### config.mk
export PLATFORM = sky130hd
export DESIGN_NAME = msmq_ctrl
export DESIGN_NICKNAME = d
export VERILOG_FILES = /design/src/hw/rtl/msmq_pkg.sv /design/src/hw/rtl/msmq_ctrl.sv
export SDC_FILE = /design/constraint.sdc
export NUM_CORES = 1
export LEC_CHECK = 0
export ABC_AREA = 1
export BUFFER_PORTS_ARGS = -buffer_cell sky130_fd_sc_hd__buf_2
export CORE_AREA = 5 5 42 44
export DETAILED_ROUTE_END_ITERATION = 10
export DIE_AREA = 0 0 47 49
export SKIP_LAST_GASP = 1
export SYNTH_ARGS = -nofsm -noshare
export SYNTH_HDL_FRONTEND = slang
export SYNTH_SLANG_ARGS = --single-unit
### constraint.sdc
create_clock -name clk -period 1.47 [get_ports clk]
set_clock_uncertainty 0.2 [all_clocks]
set_input_delay 0.2205 -clock clk [delete_from_list [all_inputs] [get_ports clk]]
set_output_delay 0.2205 -clock clk [all_outputs]
set_load 0.02 [all_outputs]
### src/hw/rtl/msmq_pkg.sv
package msmq_pkg;

  localparam int NUM_MOTORS_DEF  = 16;
  localparam int QUEUE_DEPTH_DEF = 8;

  localparam int TYPE_W  = 2;
  localparam int MOTOR_W = 4;
  localparam int POS_W   = 32;
  localparam int INTV_W  = 24;
  localparam int TIME_W  = 32;
  localparam int MASK_W  = 16;
  localparam int ACT_W   = 5;

  localparam logic [TYPE_W-1:0] REQ_ENQ  = 2'd0;
  localparam logic [TYPE_W-1:0] REQ_TICK = 2'd1;
  localparam logic [TYPE_W-1:0] REQ_READ = 2'd2;

  typedef enum logic [2:0] {
    ST_IDLE,
    ST_ENQ,
    ST_TICK_RD,
    ST_TICK_EVAL,
    ST_TICK_EXEC,
    ST_FIN
  } ctrl_state_t;

  typedef struct packed {
    logic load_req;
    logic enq;
    logic rd_issue;
    logic eval;
    logic exec;
    logic skip;
    logic out_load;
  } dp_cmd_t;

  typedef struct packed {
    logic [TYPE_W-1:0] new_type;
    logic              tick_end;
    logic              head_busy;
    logic              out_free;
  } dp_sts_t;

  typedef struct packed {
    logic [POS_W-1:0]  goal;
    logic [INTV_W-1:0] intv;
    logic [TIME_W-1:0] last;
  } move_t;

endpackage

### src/hw/rtl/msmq_ctrl.sv
module msmq_ctrl import msmq_pkg::*; (
  input  logic    clk,
  input  logic    rst,
  input  logic    req_valid,
  output logic    req_ready,
  input  dp_sts_t sts,
  output dp_cmd_t cmd
);

  ctrl_state_t state, state_next;

  always_ff @(posedge clk) begin
    if (rst) begin
      state <= ST_IDLE;
    end else begin
      state <= state_next;
    end
  end

  always_comb begin
    state_next = state;
    cmd        = '0;
    req_ready  = 1'b0;
    unique case (state)
      ST_IDLE: begin
        req_ready = 1'b1;
        if (req_valid) begin
          cmd.load_req = 1'b1;
          unique case (sts.new_type)
            REQ_ENQ:  state_next = ST_ENQ;
            REQ_TICK: state_next = ST_TICK_RD;
            default:  state_next = ST_FIN;
          endcase
        end
      end
      ST_ENQ: begin
        cmd.enq    = 1'b1;
        state_next = ST_FIN;
      end
      ST_TICK_RD: begin
        if (sts.tick_end) begin
          state_next = ST_FIN;
        end else if (sts.head_busy) begin
          cmd.rd_issue = 1'b1;
          state_next   = ST_TICK_EVAL;
        end else begin
          cmd.skip = 1'b1;
        end
      end
      ST_TICK_EVAL: begin
        cmd.eval   = 1'b1;
        state_next = ST_TICK_EXEC;
      end
      ST_TICK_EXEC: begin
        cmd.exec   = 1'b1;
        state_next = ST_TICK_RD;
      end
      ST_FIN: begin
        // hold the result until the output register is free
        if (sts.out_free) begin
          cmd.out_load = 1'b1;
          state_next   = ST_IDLE;
        end
      end
      default: state_next = ST_IDLE;
    endcase
  end

endmodule

# Yosys cells after proc, flatten, opt, wreduce, memory -nomap -nowiden
# Cells that the tools add are included.
# totals
reg_bits	3
inputBits	8
wordCells	33
# classes
n_eq_ne	9
mux	20
reduce_logical	3
# op_table
op	n
$pmux 3 s6	1
$mux 1	14
$mux 3	4
$eq 3x2->1 const B	2
$eq 3x3->1 const B	2
$pmux 3 s2	1
$ne 2x2->1 const B	2
$eq 3x1->1 const B	1
$logic_not 3->1	1
$ne 3x3->1 const B	1
$reduce_and 3->1	1
$eq 2x1->1 const B	1
$logic_not 2->1	1

# Logic depth before layout (Yosys ltp)
# Gate-level depths: netlist of the first run.
# depth
depth_word	4
depth_mapped	6

# Least setup slack after synthesis of the first run
# No wires, ideal clock.
# synth_path
kind	register to output
startpoint	register state[0]
endpoint	output cmd[0] (netlist name)
arrival_time_ns	1.202
required_time_ns	1.050
slack_ns	-0.153
path_stages_with_launch	3
cell_sequence	dfxtp_1 > inv_1 > nor4_1
# synth_rtl
element	line	text
from (decl)	msmq_ctrl.sv:10	ctrl_state_t state, state_next;
from (signal assigned)	msmq_ctrl.sv:16	state <= state_next;
to (decl)	msmq_ctrl.sv:7	output dp_cmd_t cmd

==> results of run 1 <==
routing by layer:
layer | vias to the layer above | routed length [um] | part of all wire [%]
li1 | 196 | - | -
met3 | 2 | 123 | 15
met1 | 157 | 253 | 30
met2 | 14 | 440 | 53
met5 | - | 0 | 0
met4 | 0 | 15 | 1.8
cell usage in the layout, fill, tap and decap left out:
cell      Yosys  routed
a21oi_1       3       3
buf_2         1       8
buf_4         0      11
buf_6         0       4
clkbuf_1      0       1
clkbuf_4      0       3
dfxtp_4       0       3
inv_1         9       8
inv_2         2       2
inv_4         0       1
nand2_1       5       3
nand2_2       0       2
nand3_1       3       3
nand3_2       3       3
nand3b_1      1       1
nand4_1       1       1
nor2_1        9       7
nor2_2        2       2
nor2_4        0       2
nor3_1        2       2
nor4_2        0       1
cell families (layout without fill, tap and decap cells):
family | Yosys count | in the layout
DFF | 3 | 3
AOI/OAI and AO/OA | 3 | 3
buffers and inverters | 12 | 38
and+or+nand+nor | 27 | 27
power groups by stage:
stage / clock, mW / combinational (mW) / sequential [mW]
2_1_floorplan: 0 / 0.432 / 0.166
3_3_place_gp: 0 / 0.525 / 0.197
3_5_place_dp: 0 / 0.533 / 0.200
4_1_cts: 0.158 / 0.637 / 0.230
5_1_grt: 0.162 / 0.874 / 0.251
6_report: 0.146 / 0.792 / 0.235
tightest hold or removal path, cell delays in order:
cell and delay [ns]:
buf_2 0.07, inv_1 0.04, nand3_1 0.07, nor2_1 0.05
final cells by class:
cell class / instances / area, um2 / share of cell area, %
clock buffers: 4 / 26.28 / 5.147
inverters: 11 / 43.79 / 8.578
multi-input cells: 30 / 181.4 / 35.54
flip-flops and latches: 3 / 71.32 / 13.97
well taps: 16 / 20.02 / 3.922
repair buffers: 23 / 167.7 / 32.84
final timing paths:
path / startpoint / endpoint / slack (ns)
hold / removal: rst / state[1]$_SDFFE_PP0P_ / 0.06
setup / recovery: state[1]$_SDFFE_PP0P_ / cmd[4] / -0.02
setup reg to reg: state[1]$_SDFFE_PP0P_ / state[0]$_SDFFE_PP0P_ / 0.07
hold reg to reg: state[2]$_SDFFE_PP0P_ / state[2]$_SDFFE_PP0P_ / 0.51
what timing repair did:
item	4_1_cts	5_1_grt
pin swaps	1	1
hold endpoints to repair	0	0
gates resized for setup	14	11
buffers inserted	4	4
setup endpoints to repair	8	8
==> flow_summary_export.csv, run 1 <==
group,metric,value,unit
clock_tree,cts_made_buffers,3,
critical_path,end_kind,"output pin",
floorplan,num_rows,14,
place,dp_slack,0.06059,ns
timing,worst_pin_slew,0.2096,ns
logic_synthesis,synthAdderAreaFrac,0,%
pwr,pwr-share-comb,67.5,%
critical_path,critPathKind,"register to output pin",
floorplan,die_h,49,um
drt,remaining_drc_errors,0,
logic_synthesis,synth_compound_area_share,5.742,%
critical_path,ff2ff_path_depth,8,
logic_synthesis,synth_cell_types,14,
timing,final_max_slew_viol_count,0,
worst_hold_path,holdPathStages,4,
drt,postRouteAntennaNets,0,
worst_hold_path,hold_path_class,"input pin to register",
critical_path,cp.arrival,1.07,ns
logic_synthesis,syn_nets,53,
drt,viasPerCell,4.241,
cells_and_area,nets,80,
grt,grt_pass1_wl,1311,um
grt,grt_use_met2,12.44,%
timing,finalCritPeriodShare,101.3,%
drt,wl_per_cell,9.575,um
place,gp_congestion,0.8006,
critical_path,crit_cells,5,
floorplan,die_w,47,um
critical_path,path_cells,"inv_4 > nor2_4 > nand2_1 > nor2_2 > buf_6",
critical_path,slowest_delay,0.39,ns
logic_synthesis,synth_enable_flop_cells,0,
pwr,intPower,629.4,uW
grt,grt_util_met3,4.428,%
timing,max_clock_freq,0.6717,GHz
cells_and_area,regMostFlops,"state",
pwr,power.total,1.173,mW
timing,final.setup.tns,-0.03580,ns
logic_synthesis,synth_largest_area_cell,"dfxtp_1",
clock_tree,clk_pin_slew_worst_paths,0.04,ns
floorplan,core,1401,um2
pwr,p_switching,544.0,uW
cells_and_area,largest_reg_flops,3,
floorplan,die-area,2303,um2
timing,hold_viol,0,
logic_synthesis,synth_cells,45,
critical_path,cp-start-kind,"register",
timing,rsz0062_at_grt,"yes",
pwr,power_density,2299,nW/um2
timing,relSlewSlack,85.91,%
clock_tree,cts_hold_buf,0,
logic_synthesis,ys_ff_latch,3,
place,dpl.hpwl,626.8,um
place,dpl.cell_count,75,
clock_tree,clk_path_buf_depth,2,
drt,vias,369,
status,outcome,"finished, violations left",
critical_path,cp_max_fo,6,
logic_synthesis,synthArstFlopShare,0,%
grt,antenna_found_initial,0,
grt,grt_usage,8.093,%
grt,grt_overflow,0,
cells_and_area,finalNonFillerCells,87,
clock_tree,h-tree-depth,1,
timing,worst_slack,-0.01878,ns
cells_and_area,top_regs,"state x3",
logic_synthesis,synth_top_area_share,22.97,%
status,failed_checks,"negative setup slack",
clock_tree,cts-root-buf,"clkbuf_4",
logic_synthesis,synth_top_family_by_area,"simple AND/OR/NAND/NOR gates",
logic_synthesis,avgSynthCellArea,5.811,um2
logic_synthesis,synthTopCellsByArea,"dfxtp_1, inv_1, nor2_1",
logic_synthesis,synth_mux_area_share,0,%
clock_tree,clk-insertion-delay-late,0.23,ns
timing,setup_viol,3,
grt,grt.busiest_layer,"met2",
logic_synthesis,synth-simple-area-share,53.59,%
logic_synthesis,synth_xor_area_share,0,%
cells_and_area,fill_cells,152,
drt,drt_wl_total,833,um
logic_synthesis,synth-seq-area-share,22.97,%
pwr,switching_share,46.36,%
critical_path,cp_num_buf_inv,2,
timing,fin_crit,1.489,ns
job,maxCapViolations,0,
cells_and_area,final_area,510.5,um2
pwr,pwr-share-seq,20.0,%
drt,dr.pass1.iters,1,
timing,fin_hold_ws,0.05906,ns
grt,grtUsageMet1,7.237,%
logic_synthesis,synth_common_cells,"inv_1, nor2_1, nand2_1",
cells_and_area,layout-drive-gt1-share,59.15,%
place,place_area,357.8,um2
cells_and_area,area_growth,95.22,%
grt,grt_pass1_vias,355,
floorplan,ios,16,
pwr,p_clk_share,12.5,%
logic_synthesis,syn_area,261.5,um2
critical_path,cpLargestDelayFamily,"flip-flops",
clock_tree,clock_sinks,3,
grt,grt_max_degree,7,
critical_path,cp_data_required_time,1.05,ns
cells_and_area,diodes,0,
floorplan,start_util,18.66,%
critical_path,cp_slowest_cell,"dfxtp_4",
drt,first_iter_violations,0,
clock_tree,cts_tree,"done",
cells_and_area,fin_util,36.43,%
place,io_buffers,15,
logic_synthesis,ys_warn_count,0,
pwr,p_leak,0.2785,nW
pwr,peakVddDrop,0.6764,mV
logic_synthesis,ys.flop_type,"dfxtp_1",
(Power assumes the default switching activity.)
==> inputs of run 2 (changes only) <==
--- a/config.mk
+++ b/config.mk
@@ -8,6 +8,7 @@
 export ABC_AREA = 1
 export BUFFER_PORTS_ARGS = -buffer_cell sky130_fd_sc_hd__buf_2
 export CORE_AREA = 5 5 42 44
+export CTS_BUF_LIST = sky130_fd_sc_hd__clkbuf_4
 export DETAILED_ROUTE_END_ITERATION = 10
 export DIE_AREA = 0 0 47 49
 export SKIP_LAST_GASP = 1
==> run 2 against run 1 <==
The run still ends with negative setup slack left. Largest power group unchanged. Worst hold slack worse by 0.00078 ns. Global-route usage stayed put. Sequential share of layout area is 0.10 points lower. Flip-flop and latch count stayed put.
==> flow_summary_export.csv, run 2 (synthesis gave the netlist of run 1 again) <==
group,metric,value,unit
status,failed_checks,"negative setup slack",
worst_hold_path,min_from,"rst",
clock_tree,clk-insertion-delay-late,0.23,ns
timing,worst_pin_slew,0.2096,ns
clock_tree,clock_sinks,3,
critical_path,slowest_delay,0.39,ns
critical_path,end_kind,"output pin",
worst_hold_path,hold_path_class,"input pin to register",
timing,max_clock_freq,0.6714,GHz
critical_path,ff2ff_path_depth,8,
clock_tree,cts_tree,"done",
cells_and_area,finalNonFillerCells,87,
critical_path,timing.rr.start,"state[1]$_SDFFE_PP0P_",
job,maxCapViolations,0,
cells_and_area,nets,80,
drt,vias,369,
timing,fin_crit,1.490,ns
pwr,switching_share,45.67,%
grt,grt_usage,8.093,%
drt,viasPerCell,4.241,
cells_and_area,largest_reg_flops,3,
place,dpl.cell_count,75,
place,dp_slack,0.06059,ns
drt,first_iter_violations,0,
grt,grt_pass1_vias,355,
drt,wl_per_cell,9.598,um
critical_path,cp-start-kind,"register",
floorplan,core,1401,um2
timing,setup_viol,3,
cells_and_area,mostFrequentLayoutCells,"buf_4, inv_1, buf_2, nor2_1",
pwr,p_leak,0.2819,nW
critical_path,critPathKind,"register to output pin",
cells_and_area,area_growth,96.65,%
critical_path,worstSetupStartpoint,"state[1]$_SDFFE_PP0P_",
grt,grt_pass1_wl,1311,um
cells_and_area,top_regs,"state x3",
pwr,p_clk_share,13.9,%
critical_path,r2r_slack,0.07,ns
grt,antenna_found_initial,0,
critical_path,crit_cells,5,
grt,grt_overflow,0,
cells_and_area,regMostFlops,"state",
cells_and_area,diodes,0,
critical_path,cp_num_buf_inv,2,
drt,postRouteAntennaNets,0,
critical_path,timing.rr.end,"state[0]$_SDFFE_PP0P_",
floorplan,num_rows,14,
drt,drt_wl_total,835,um
floorplan,start_util,18.66,%
critical_path,cp_max_fo,6,
pwr,pwr-share-seq,19.7,%
floorplan,die_h,49,um
critical_path,cpLargestDelayFamily,"flip-flops",
timing,rsz0062_at_grt,"yes",
place,gp_congestion,0.8006,
place,io_buffers,15,
drt,dr.pass1.iters,1,
critical_path,cp.arrival,1.07,ns
cells_and_area,layout_commonest_cell,"buf_4",
timing,final_max_slew_viol_count,0,
floorplan,die_w,47,um
clock_tree,cts-root-buf,"clkbuf_4",
floorplan,die-area,2303,um2
clock_tree,clk_pin_slew_worst_paths,0.04,ns
pwr,pwr-share-comb,66.4,%
critical_path,crit_end,"cmd[4]",
clock_tree,cts_hold_buf,0,
floorplan,ios,16,
drt,remaining_drc_errors,0,
timing,finalCritPeriodShare,101.3,%
clock_tree,cts_made_buffers,3,
clock_tree,h-tree-depth,1,
pwr,power_density,2319,nW/um2
critical_path,cp_data_required_time,1.05,ns
timing,worst_slack,-0.01952,ns
cells_and_area,fin_util,36.70,%
grt,grt_max_degree,7,
critical_path,path_cells,"inv_4 > nor2_4 > nand2_1 > nor2_2 > buf_6",
pwr,intPower,647.8,uW
critical_path,cp_slowest_cell,"dfxtp_4",
status,outcome,"finished, violations left",
place,dpl.hpwl,626.8,um
pwr,p_switching,544.6,uW
timing,hold_viol,0,
clock_tree,clk_path_buf_depth,2,
timing,relSlewSlack,85.91,%
pwr,peakVddDrop,0.6764,mV
cells_and_area,layout-drive-gt1-share,60.56,%
## run 2: cell count changes in the layout (fill, tap and decap cells not counted)
cell      before  now
clkbuf_4       3    4
clkbuf_1       1    0
## run 2: worst register-to-register path: stages (launching register included)
cell and delay (ns):
dfxtp_4 0.37, nor2_4 0.16, buf_4 0.13, buf_4 0.10, nand3b_1 0.10, nand2_1 0.07, inv_1 0.03, nor2_1 0.09
nor2_1 0.04
## run 2: cell type report
| type | instances | area, um2 |
|---|---|---|
| clock buffers | 4 | 30.03 |
| repair buffers | 23 | 167.7 |
| multi-input cells | 30 | 181.4 |
| fillers | 151 | 887.1 |
| well taps | 16 | 20.02 |
| flip-flops and latches | 3 | 71.32 |
| inverters | 11 | 43.79 |
## run 2: layer usage
layer / vias to the layer above / global-route usage [%] / routed length [um]
met5: - / 0 / 0
met1: 157 / 7.237 / 253
met3: 2 / 4.428 / 123
met4: 0 / 6.912 / 15
li1: 196 / - / -
met2: 14 / 12.44 / 443
## run 2: worst min-delay path by stage
stage / end / slack [ns] / depth (start not counted)
finish: state[1]$_SDFFE_PP0P_ / 0.06 / 4
global route: state[1]$_SDFFE_PP0P_ / 0.09 / 4
CTS: state[1]$_SDFFE_PP0P_ / 0.05 / 4
detailed placement: state[1]$_SDFFE_PP0P_ / 0.31 / 4
global placement: state[1]$_SDFFE_PP0P_ / 0.31 / 4
floorplan: state[1]$_SDFFE_PP0P_ / 0.20 / 3
## run 2: power groups by stage
stage | sequential, mW | clock, mW | combinational (mW)
2_1_floorplan | 0.166 | 0 | 0.432
3_3_place_gp | 0.197 | 0 | 0.525
3_5_place_dp | 0.200 | 0 | 0.533
4_1_cts | 0.230 | 0.177 | 0.637
5_1_grt | 0.251 | 0.180 | 0.874
6_report | 0.235 | 0.165 | 0.792
## run 2: repair_timing
action,in CTS,in global routing
pin swaps,1,1
resized for setup,14,11
setup endpoints to repair,8,8
buffers inserted,4,4
## run 2: per-stage QoR
stage                     hold slack, ns  area, um2  total power, mW  TNS (ns)
after floorplan                   0.2041      267.8           0.5976         0
after global placement            0.3113      357.8           0.7219         0
after detailed placement          0.3132      357.8           0.7333         0
after CTS                        0.04775      455.4            1.045  -0.08838
after global routing             0.08867      514.2            1.304   -0.4351
final                            0.05828      514.2            1.192  -0.03804
==> inputs of run 3 (changes only) <==
--- a/config.mk
+++ b/config.mk
@@ -11,6 +11,7 @@
 export CTS_BUF_LIST = sky130_fd_sc_hd__clkbuf_4
 export DETAILED_ROUTE_END_ITERATION = 10
 export DIE_AREA = 0 0 47 49
+export HOLD_SLACK_MARGIN = 0.03
 export SKIP_LAST_GASP = 1
 export SYNTH_ARGS = -nofsm -noshare
 export SYNTH_HDL_FRONTEND = slang
==> constraint.sdc (replaced) <==
create_clock -name clk -period 1.47 [get_ports clk]
set_clock_uncertainty 0.2 [all_clocks]
set_input_delay 0 -clock clk [delete_from_list [all_inputs] [get_ports clk]]
set_output_delay 0 -clock clk [all_outputs]
set_load 0.02 [all_outputs]
==> run 3 against run 2 <==
The flow now finishes without violations. Setup slack gained 0.14 ns. Final cell count fell by 2.3%. Power is 25% lower. Utilization shrank 4.9 points. Flip-flop and latch count unchanged. Wire length decreased by 12%. Global-route usage is 0.85 points lower.
==> flow_summary_export.csv, run 3 (synthesis gave the netlist of run 1 again) <==
group,metric,value,unit
drt,first_iter_violations,1,
timing,fin_crit,1.346,ns
pwr,power_density,2009,nW/um2
cells_and_area,regMostFlops,"state",
pwr,power.total,894.7,uW
cells_and_area,diodes,0,
cells_and_area,layout_commonest_cell,"buf_2",
pwr,peakVddDrop,0.4572,mV
timing,finalCritPeriodShare,91.58,%
drt,wl_met3,66,um
cells_and_area,mostFrequentLayoutCells,"buf_2, inv_1, nor2_1, dlygate4sd3_1, nand2_1",
clock_tree,cts_made_buffers,3,
critical_path,slowest_delay,0.37,ns
grt,grt_max_degree,9,
floorplan,die-area,2303,um2
drt,postRouteAntennaNets,0,
grt,antenna_found_initial,0,
drt,dr.max_layer_used,"met3",
timing,final.setup.tns,0,ns
cells_and_area,fill_cells,161,
timing,max_clock_freq,0.7428,GHz
place,gp_congestion,0.7786,
pwr,p_leak,0.2643,nW
cells_and_area,area_growth,70.33,%
drt,remaining_drc_errors,0,
floorplan,num_rows,14,
timing,rsz0062_at_grt,"no",
drt,wl_per_cell,8.624,um
drt,dr.pass1.iters,3,
drt,viasPerCell,4.059,
place,dpl.hpwl,547.5,um
critical_path,cp_data_required_time,1.27,ns
timing,relSlewSlack,85.42,%
critical_path,cp-start-kind,"register",
critical_path,path_cells,"inv_1 > nor4_1 > buf_2",
critical_path,cp_slowest_cell,"dfxtp_2",
cells_and_area,layout-drive-gt1-share,42.03,%
critical_path,end_kind,"output pin",
clock_tree,cts-root-buf,"clkbuf_4",
clock_tree,h-tree-depth,1,
cells_and_area,top_regs,"state x3",
floorplan,die_h,49,um
clock_tree,clk_path_buf_depth,2,
drt,m1WireLength,298,um
clock_tree,clock_sinks,3,
critical_path,cp_max_fo,6,
clock_tree,clk_pin_slew_worst_paths,0.04,ns
critical_path,critPathKind,"register to output pin",
timing,worst_pin_slew,0.2167,ns
drt,route.met2.wl,368,um
floorplan,start_util,18.66,%
clock_tree,cts_setup_buffers,0,
worst_hold_path,hold_path_class,"input pin to register",
grt,grt_overflow,0,
grt,grt_pass1_vias,320,
timing,setup_viol,0,
drt,vias,345,
status,outcome,"finished clean",
clock_tree,clk-insertion-delay-late,0.23,ns
place,io_buffers,15,
critical_path,cp.arrival,1.15,ns
floorplan,die_w,47,um
grt,grt_usage,7.243,%
cells_and_area,largest_reg_flops,3,
timing,fin_hold_ws,0.04806,ns
worst_hold_path,holdPathStages,5,
timing,final_max_slew_viol_count,0,
cells_and_area,nets,78,
job,maxCapViolations,0,
grt,grt_pass1_wl,1173,um
clock_tree,cts_tree,"done",
floorplan,ios,16,
floorplan,core,1401,um2
timing,hold_viol,0,
drt,drt_wl_total,733,um
critical_path,ff2ff_path_depth,6,
run 3: worst max-delay path, delay by kind of cell, from the launching register on:
kind / cells / cell delay, ns
AND/OR/NAND/NOR: 1 / 0.25
buffers and inverters: 2 / 0.29
flip-flops: 1 / 0.37
run 3: layout make-up:
type | instances | area [um2] | area share [%]
Tap cell | 16 | 20.02 | 4.494
Inverter | 11 | 41.29 | 9.270
Clock buffer | 4 | 30.03 | 6.742
Timing Repair Buffer | 21 | 135.1 | 30.34
Multi-Input combinational cell | 30 | 155.1 | 34.83
Sequential cell | 3 | 63.81 | 14.33
run 3: report_power, final:
group / internal [mW] / switching [mW] / total [mW]
clock network: 0.120 / 0.0436 / 0.164
registers: 0.133 / 0.0748 / 0.208
logic: 0.193 / 0.330 / 0.523
total: 0.446 / 0.449 / 0.895
run 3: metrics by stage:
stage	cell area, um2	worst slack, ns	util (%)	instances
floorplan	261.5	0.06753	-	45
detailed placement	351.6	0.2138	25.09	75
global placement	351.6	0.2340	25.09	75
global route	445.4	0.005847	31.79	85
finish	445.4	0.1237	31.79	85
CTS	441.7	0.03040	31.52	85
run 3: metal layers:
| layer | track usage (%) | vias up |
|---|---|---|
| met5 | 0 | - |
| li1 | - | 189 |
| met1 | 7.659 | 145 |
| met4 | 5.530 | 0 |
| met3 | 3.321 | 0 |
| met2 | 10.63 | 11 |
run 3: path summary, 6_finish.rpt:
check / start / endpoint / slack [ns]
max reg2reg: state[1]$_SDFFE_PP0P_ / state[0]$_SDFFE_PP0P_ / 0.24
min reg2reg: state[2]$_SDFFE_PP0P_ / state[2]$_SDFFE_PP0P_ / 0.43
max: state[0]$_SDFFE_PP0P_ / cmd[0] / 0.12
min: sts[0] / state[1]$_SDFFE_PP0P_ / 0.05
run 3: what timing repair did:
action                                 CTS  global route
hold buffers                             6             0
resized for setup                        0             3
setup endpoints to repair                0             3
endpoints found under the hold margin    3             0
